==> config.mk <==
export PLATFORM = sky130hd
export DESIGN_NAME = gmn_sqrt
export DESIGN_NICKNAME = d
export VERILOG_FILES = /design/src/rtl/gmn_pkg.sv /design/src/rtl/gmn_sqrt.sv
export SDC_FILE = /design/constraint.sdc
export NUM_CORES = 1
export LEC_CHECK = 0
export ABC_CLOCK_PERIOD_IN_PS = 3900
export BUFFER_PORTS_ARGS = -buffer_cell sky130_fd_sc_hd__buf_4
export CORE_UTILIZATION = 44
export CTS_CLUSTER_DIAMETER = 60
export DETAILED_ROUTE_END_ITERATION = 7
export PLACE_DENSITY = 0.69
export SLEW_MARGIN = 20
export SYNTH_ARGS = -nofsm -noshare
export SYNTH_HDL_FRONTEND = slang
export SYNTH_SLANG_ARGS = --single-unit
==> constraint.sdc <==
create_clock -name clk_i -period 3.9 [get_ports clk_i]
set_input_delay 0 -clock clk_i [delete_from_list [all_inputs] [get_ports clk_i]]
set_output_delay 0 -clock clk_i [all_outputs]
set_load 0.03 [all_outputs]
==> src/rtl/gmn_pkg.sv <==
// Shared types and constants for the gradient magnitude normalizer.
package gmn_pkg;

  localparam int unsigned MaxWidthDef  = 256;
  localparam int unsigned MaxHeightDef = 256;
  localparam int unsigned MagW         = 15;
  localparam logic [MagW-1:0] MagOnes  = '1;

  typedef enum logic [0:0] {
    FUNC_LOAD  = 1'b0,
    FUNC_FETCH = 1'b1
  } func_e;

  typedef enum logic [0:0] {
    REG_WIDTH  = 1'b0,
    REG_HEIGHT = 1'b1
  } reg_idx_e;

  typedef struct packed {
    logic       func;
    logic [7:0] pixel;
  } in_item_t;

  typedef struct packed {
    logic [7:0] out_pixel;
    logic       last_pixel;
    logic       no_image;
  } out_item_t;

  // Restoring square root control for the square root unit.
  typedef struct packed {
    logic        start;
    logic [31:0] radicand;
  } sqrt_req_t;

  typedef struct packed {
    logic            done;
    logic [MagW-1:0] root;
  } sqrt_rsp_t;

endpackage

==> src/rtl/gmn_sqrt.sv <==
// Bit-serial integer square root, one result bit per cycle.
module gmn_sqrt
  import gmn_pkg::*;
(
  input  logic      clk_i,
  input  logic      rst_ni,
  input  sqrt_req_t req_i,
  output sqrt_rsp_t rsp_o
);

  logic [31:0] rem_q, rem_d, val_q, val_d;
  logic [15:0] root_q, root_d;
  logic [4:0]  cnt_q, cnt_d;
  logic        busy_q, busy_d, done_q, done_d;
  logic [33:0] trial;
  logic [33:0] remsh;

  always_comb begin
    rem_d  = rem_q;
    val_d  = val_q;
    root_d = root_q;
    cnt_d  = cnt_q;
    busy_d = busy_q;
    done_d = 1'b0;
    remsh  = {rem_q, val_q[31:30]};
    trial  = {16'd0, root_q, 2'b01};
    if (req_i.start) begin
      rem_d  = '0;
      val_d  = req_i.radicand;
      root_d = '0;
      cnt_d  = '0;
      busy_d = 1'b1;
    end else if (busy_q) begin
      val_d = {val_q[29:0], 2'b00};
      if (remsh >= trial) begin
        rem_d  = 32'(remsh - trial);
        root_d = {root_q[14:0], 1'b1};
      end else begin
        rem_d  = remsh[31:0];
        root_d = {root_q[14:0], 1'b0};
      end
      cnt_d = cnt_q + 5'd1;
      if (cnt_q == 5'd15) begin
        busy_d = 1'b0;
        done_d = 1'b1;
      end
    end
  end

  always_ff @(posedge clk_i or negedge rst_ni) begin
    if (!rst_ni) begin
      busy_q <= 1'b0;
      done_q <= 1'b0;
      cnt_q  <= '0;
    end else begin
      busy_q <= busy_d;
      done_q <= done_d;
      cnt_q  <= cnt_d;
    end
  end

  always_ff @(posedge clk_i) begin
    rem_q  <= rem_d;
    val_q  <= val_d;
    root_q <= root_d;
  end

  assign rsp_o.done = done_q;
  assign rsp_o.root = root_q[MagW-1:0];

endmodule

==> flow_metrics.tcl, run 1 <==
set metrics [dict create \
    postCtsSetupBuffers 0 \
    numClockSinks 87 \
    fin_util_pct 54.6 \
    outcome "complete, no violations" \
    hold_violations 0 \
    peakVddDrop_mv 0.391 \
    synth_flop_cell "dfxtp_1" \
    whs_ns 0.00254 \
    dpl_cell_area_mm2 0.00539 \
    drc_errors 0 \
    fmax_ghz 0.310 \
    nets 620 \
    antenna_found_initial 0 \
    rsz0062_at_grt "no" \
    tightest_slew_ns 0.894 \
    hold_path.class "in2async" \
    io_pins 51 \
    cp_max_fo 13 \
    p_seq_share_pct 30.0 \
    switching_share_pct 39.6 \
    hold_buffers 33 \
    tritoncts "done" \
    synthArstFlopShare_pct 8.05 \
    clock_path_buffers 2 \
    grt_pass1_vias 3827 \
    start_util_pct 45.8 \
    final_cell_area_mm2 0.00603 \
    p_sw_mw 1.71 \
    yosysSeqAreaShare_pct 41.5 \
    synth_cell_types 61 \
    post-route-period-util_pct 82.6 \
    dieArea_mm2 0.0119 \
    path_cells "inv_1, ha_1, nand4b_1, nor2_1, nand2_1, o21a_1, o21ai_1, nand3_1, or4_1, a311oi_1" \
    drv_cap 0 \
    die_h_um 109 \
    die_w_um 109 \
    fin_crit_ns 3.22 \
    postCtsResizedCells 0 \
    ys_ff_latch 87 \
    wl_mm 10.7 \
    row_count 38 \
    setup_viol 0 \
    cts_root_buf "clkbuf_16" \
    final_common_cell "nor2_1" \
    most-common-layout-cells "64 x nor2_1, 53 x buf_4, 48 x dfxtp_1" \
    crit_type "reg2reg" \
    n_fill_cell 1004 \
    skew_ns 0.00697 \
    arrival_ns 3.48 \
    yosys.area.top_type "dfxtp_1" \
    dr_total_vias 3912 \
    hpwl_mm 6.94 \
    viasPerCell 5.51 \
    drt_iter0_markers 196 \
    dr.pass1.iters 4 \
    power_density_mw_per_mm2 717 \
    area_delta_synth_final_pct 19.3 \
    p_leak_nw 2.55 \
    drive_above_1_share_pct 20.5 \
    endpoint_kind "register" \
    fin_setup_tns_ns 0 \
    syn_nets 565 \
    syn_area_mm2 0.00505 \
    clk_pin_slew_worst_paths_ns 0.06 \
    avgSynthCellArea_um2 9.91 \
    relSlewSlack_pct 40.4 \
    port_buffers 50 \
    cpPeakStageDelay_ns 0.58 \
    track_usage_pct 19.7 \
    p_int_mw 2.61 \
    crit_required_ns 4.16 \
    numCtsBuffers 9 \
    slew_violations 0 \
    n_antenna_cell 0 \
    ant_nets 0 \
    place_congestion 0.890 \
    clkPwrFrac_pct 20.6 \
    startpoint "root_q[14]$_SDFFE_PP0P_" \
    grt_overflow 0 \
    insertion_delay_ns 0.34 \
    wl_per_cell_um 15.1 \
    grt_pass1_wl_mm 18.2 \
    yosysWarnings 0 \
    crit_slowest_cell "or4_1" \
    regToRegStartpoint "root_q[14]$_SDFFE_PP0P_" \
    power_frac_comb_pct 49.4 \
    synth-edff-count 32 \
    grt_max_degree 65 \
    total_power_mw 4.32 \
    htree_levels 3 \
    core_area_mm2 0.0110 \
    worst_setup_path_start_kind "register" \
    synth_top_area_share_pct 19.0 \
    yosys-top-cells-area "dfxtp_1 19%, edfxtp_1 19%, mux2_2 7.1%" \
    syn_inst 510 \
]
[metrics by stage]
step | setup WS, ns | instances
after detailed placement | 0.749 | 661
after global placement | 0.869 | 661
after CTS | 0.714 | 710
after global routing | 0.415 | 710
final | 0.678 | 710
after floorplan | 1.21 | 510
[final cells by class]
type,count,area (um2),area share (%)
Tap cell,140,175,2.91
Clock buffer,11,243,4.03
Clock inverter,5,63.8,1.06
Multi-Input combinational cell,357,2630,43.6
Sequential cell,87,2100,34.8
Timing Repair Buffer,86,728,12.1
Inverter,24,90.1,1.49
[power by group through the flow]
stage               Sequential, mW  Clock (mW)  Combinational [mW]
floorplan                     1.25           0                1.75
global placement              1.31           0                2.07
detailed placement            1.31           0                2.08
CTS                           1.29       0.907                2.12
global route                  1.32       0.944                2.38
finish                        1.30       0.888                2.13
[cells by family after synthesis]
kind of cell	synth area share, %
AO/OA/AOI/OAI	16.4
XOR/XNOR	3.81
adder cells (fa/ha/maj)	4.95
buffers and inverters	6.46
flip-flops	41.5
multiplexers	12.5
AND/OR/NAND/NOR	14.3
[synthesized netlist by cell type (17+ instances only)]
master,n
nor2_1,64
a211oi_1,18
ha_1,20
edfxtp_1,32
clkbuf_1,17
a21oi_1,20
dfxtp_1,48
mux2_2,32
nand2_1,21
inv_1,24
mux2i_1,27
[registers in the layout, indices dropped and copies added, names as in the netlist]
register	cells
busy_q	1
cnt_q	5
done_q	1
rem_q	32
root_q	16
val_q	32
[path summary, 6_finish.rpt]
check                      slack (ns)  cells past startpoint                     end
hold / removal                  0.003                      2    cnt_q[1]$_DFFE_PN0P_
min in group clk_i               0.01                      2    cnt_q[1]$_DFFE_PN0P_
setup / recovery                 0.68                     10  rem_q[23]$_SDFFE_PP0P_
max in group asynchronous        3.76                      2        busy_q$_DFF_PN0_
hold reg to reg                  0.48                      2  rem_q[30]$_SDFFE_PP0P_
setup reg to reg                 0.68                     10  rem_q[23]$_SDFFE_PP0P_
[metal layers]
| metal | global-route usage, % | part of all wire [%] |
|---|---|---|
| met3 | 4.66 | 4.6 |
| met2 | 33.5 | 48 |
| met5 | 0 | 0 |
| met1 | 24.6 | 46 |
| met4 | 6.08 | 1.3 |
[worst max-delay path, delay by kind of cell (launching register included)]
family	cells	cell delay, ns
and+or+nand+nor	5	1.47
AOI/OAI and AO/OA	3	0.79
adders and majority gates	1	0.45
DFF	1	0.37
buffers and inverters	1	0.06
Note: power is estimated with default switching activity, not from simulation.
==> inputs of run 2 (changes only) <==
--- a/config.mk
+++ b/config.mk
@@ -5,12 +5,13 @@
 export SDC_FILE = /design/constraint.sdc
 export NUM_CORES = 1
 export LEC_CHECK = 0
-export ABC_CLOCK_PERIOD_IN_PS = 3900
+export ABC_AREA = 1
+export ABC_CLOCK_PERIOD_IN_PS = 2830
 export BUFFER_PORTS_ARGS = -buffer_cell sky130_fd_sc_hd__buf_4
 export CORE_UTILIZATION = 44
 export CTS_CLUSTER_DIAMETER = 60
 export DETAILED_ROUTE_END_ITERATION = 7
-export PLACE_DENSITY = 0.69
+export PLACE_DENSITY = 0.72
 export SLEW_MARGIN = 20
 export SYNTH_ARGS = -nofsm -noshare
 export SYNTH_HDL_FRONTEND = slang
==> constraint.sdc (replaced) <==
create_clock -name clk_i -period 2.83 [get_ports clk_i]
set_input_delay 0 -clock clk_i [delete_from_list [all_inputs] [get_ports clk_i]]
set_output_delay 0 -clock clk_i [all_outputs]
set_load 0.03 [all_outputs]
==> flow_metrics.tcl, run 2 <==
set metrics [dict create \
    antenna_found_initial 0 \
    area_delta_synth_final_pct 19.2 \
    insertion_delay_ns 0.36 \
    drv_cap 0 \
    skew_ns 0.0107 \
    rsz0062_at_grt "no" \
    post-route-period-util_pct 82.9 \
    ys_ff_latch 87 \
    drive_above_1_share_pct 10.7 \
    most-common-layout-cells "368 x nand2_1, 85 x inv_1, 55 x buf_4" \
    syn_nets 856 \
    multi_input_area_mm2 0.00271 \
    n_fill_cell 1118 \
    cp_max_fo 14 \
    die_h_um 112 \
    synthArstFlopShare_pct 8.05 \
    power_density_mw_per_mm2 1000 \
    dr_total_vias 5028 \
    nets 920 \
    drc_errors 0 \
    yosysSeqAreaShare_pct 39.1 \
    worst_setup_path_start_kind "register" \
    numClockSinks 87 \
    place_congestion 0.903 \
    slew_violations 0 \
    clock_path_buffers 2 \
    hold_violations 0 \
    crit_type "reg2reg" \
    io_pins 51 \
    wl_per_cell_um 13.0 \
    relSlewSlack_pct 42.2 \
    hold_path.class "in2reg" \
    register_area_mm2 0.00210 \
    outcome "complete, no violations" \
    numCtsBuffers 9 \
    grt_pass1_vias 4872 \
    whs_endpoint "done_q$_DFF_PN0_" \
    port_buffers 50 \
    die_w_um 112 \
    ys_top_cells_by_count "368 x nand2_1, 86 x inv_1, 48 x dfxtp_1" \
    fmax_ghz 0.426 \
    regToRegStartpoint "root_q[11]$_SDFFE_PP0P_" \
    synth-edff-count 32 \
    synth.most_common_cell "nand2_1" \
    dpl_cell_area_mm2 0.00576 \
    core_area_mm2 0.0117 \
    setup_viol 0 \
    yosys-top-cells-area "nand2_1 26%, dfxtp_1 18%, edfxtp_1 18%" \
    hold_depth 2 \
    yosysWarnings 0 \
    synth_cell_types 34 \
    p_leak_nw 3.27 \
    avgSynthCellArea_um2 6.69 \
    final_cell_area_mm2 0.00639 \
    grt_pass1_wl_mm 22.6 \
    tightest_slew_ns 0.867 \
    dr.pass1.iters 5 \
    fin_setup_tns_ns 0 \
    final_common_cell "nand2_1" \
    tritoncts "done" \
    r2r_slack_ns 0.48 \
    endpoint_kind "register" \
    drt_iter0_markers 247 \
    arrival_ns 2.60 \
    viasPerCell 4.96 \
    fin_crit_ns 2.35 \
    largest_registers "rem_q x32, val_q x32, root_q x16" \
    grt_max_degree 40 \
    cts_root_buf "clkbuf_16" \
    htree_levels 3 \
    postCtsSetupBuffers 0 \
    wl_mm 13.2 \
    synth_flop_cell "dfxtp_1" \
    syn_inst 801 \
    crit_required_ns 3.08 \
    worst-r2r-cell-count 11 \
    row_count 39 \
    n_antenna_cell 0 \
    peakVddDrop_mv 0.493 \
    track_usage_pct 22.7 \
    hpwl_mm 9.32 \
    yosys.area.top_type "nand2_1" \
    grt_overflow 0 \
    clk_pin_slew_worst_paths_ns 0.07 \
    dieArea_mm2 0.0126 \
    ant_nets 0 \
    start_util_pct 46.0 \
    syn_area_mm2 0.00536 \
    reg2reg_to "rem_q[12]$_SDFFE_PP0P_" \
    worstHoldStart "req_i[32]" \
    synth_top_area_share_pct 25.8 \
]
==> run 2: cell count changes in the layout (fill, tap and decap cells not counted), sizes merged, moves of 17 or more <==
cell / delta
nand2: +351
mux2: -32
nor2: -17
nand3: +27
mux2i: -27
inv: +70
a211oi: -18
==> run 2: kinds of logic (layout without fill, tap and decap cells) <==
family	count (synthesis)	after routing	share of synthesized area, %
fa+ha+maj	20	20	4.67
simple gates	496	496	37.8
compound gates	55	55	5.72
flops	87	87	39.1
buf+inv	130	199	10.5
xor+xnor	13	13	2.12
==> run 2: worst max path at each step <==
stage | startpoint | endpoint | slack, ns | depth (start not counted)
2_1_floorplan | busy_q$_DFF_PN0_ | val_q[0]$_SDFFCE_PN0P_ | 0.64 | 4
3_3_place_gp | root_q[11]$_SDFFE_PP0P_ | rem_q[9]$_SDFFE_PP0P_ | 0.56 | 11
5_1_grt | root_q[11]$_SDFFE_PP0P_ | rem_q[13]$_SDFFE_PP0P_ | 0.30 | 11
4_1_cts | root_q[11]$_SDFFE_PP0P_ | rem_q[10]$_SDFFE_PP0P_ | 0.51 | 11
6_report | root_q[11]$_SDFFE_PP0P_ | rem_q[12]$_SDFFE_PP0P_ | 0.48 | 11
3_5_place_dp | root_q[11]$_SDFFE_PP0P_ | rem_q[11]$_SDFFE_PP0P_ | 0.52 | 11
==> run 2: per-stage QoR <==
step	power, mW	std cells	hold WS, ns	util [%]	worst slack [ns]
5_1_grt	7.05	1013	0.0953	54.8	0.301
2_1_floorplan	4.40	801	-0.296	-	0.638
4_1_cts	6.40	1013	0.0714	54.8	0.512
3_5_place_dp	5.16	963	-0.183	49.4	0.519
6_report	6.41	1013	0.0712	54.8	0.485
3_3_place_gp	5.14	963	-0.184	49.4	0.556
==> run 2: worst max-delay path, cell delays in order, from the launching register on <==
cell	delay (ns)
dfxtp_1	0.32
inv_1	0.07
ha_1	0.37
a21oi_1	0.24
nand2_1	0.14
a21oi_1	0.27
nand4_2	0.30
buf_4	0.30
nand2_1	0.08
nand2_1	0.05
nand2_1	0.05
nand2_1	0.05
==> run 2: timing repair <==
action	CTS	global route
resized for setup	0	0
endpoints found under the hold margin	39	0
hold buffers	34	0
==> run 2: where the power goes <==
part	leakage (nW)	switching, mW	internal, mW
Clock	0.145	0.550	0.633
Combinational	2.29	2.28	1.20
Sequential	0.839	0.198	1.55
Total	3.27	3.03	3.38
==> run 2: final cells by class <==
cell class | instances | area share [%]
multi-input combinational | 584 | 42.3
tap | 143 | 2.80
sequential | 87 | 32.8
clock inverter | 6 | 0.802
clock buffer | 10 | 3.74
inverter | 93 | 5.46
timing repair buffer | 90 | 12.1
==> run 2: per-layer routing <==
metal	vias up	GRT usage, %	part of all wire [%]
met5	-	0	0
met4	0	5.51	1.4
met3	12	5.83	5.4
met2	122	39.4	47
met1	2255	28.1	46
li1	2639	-	-
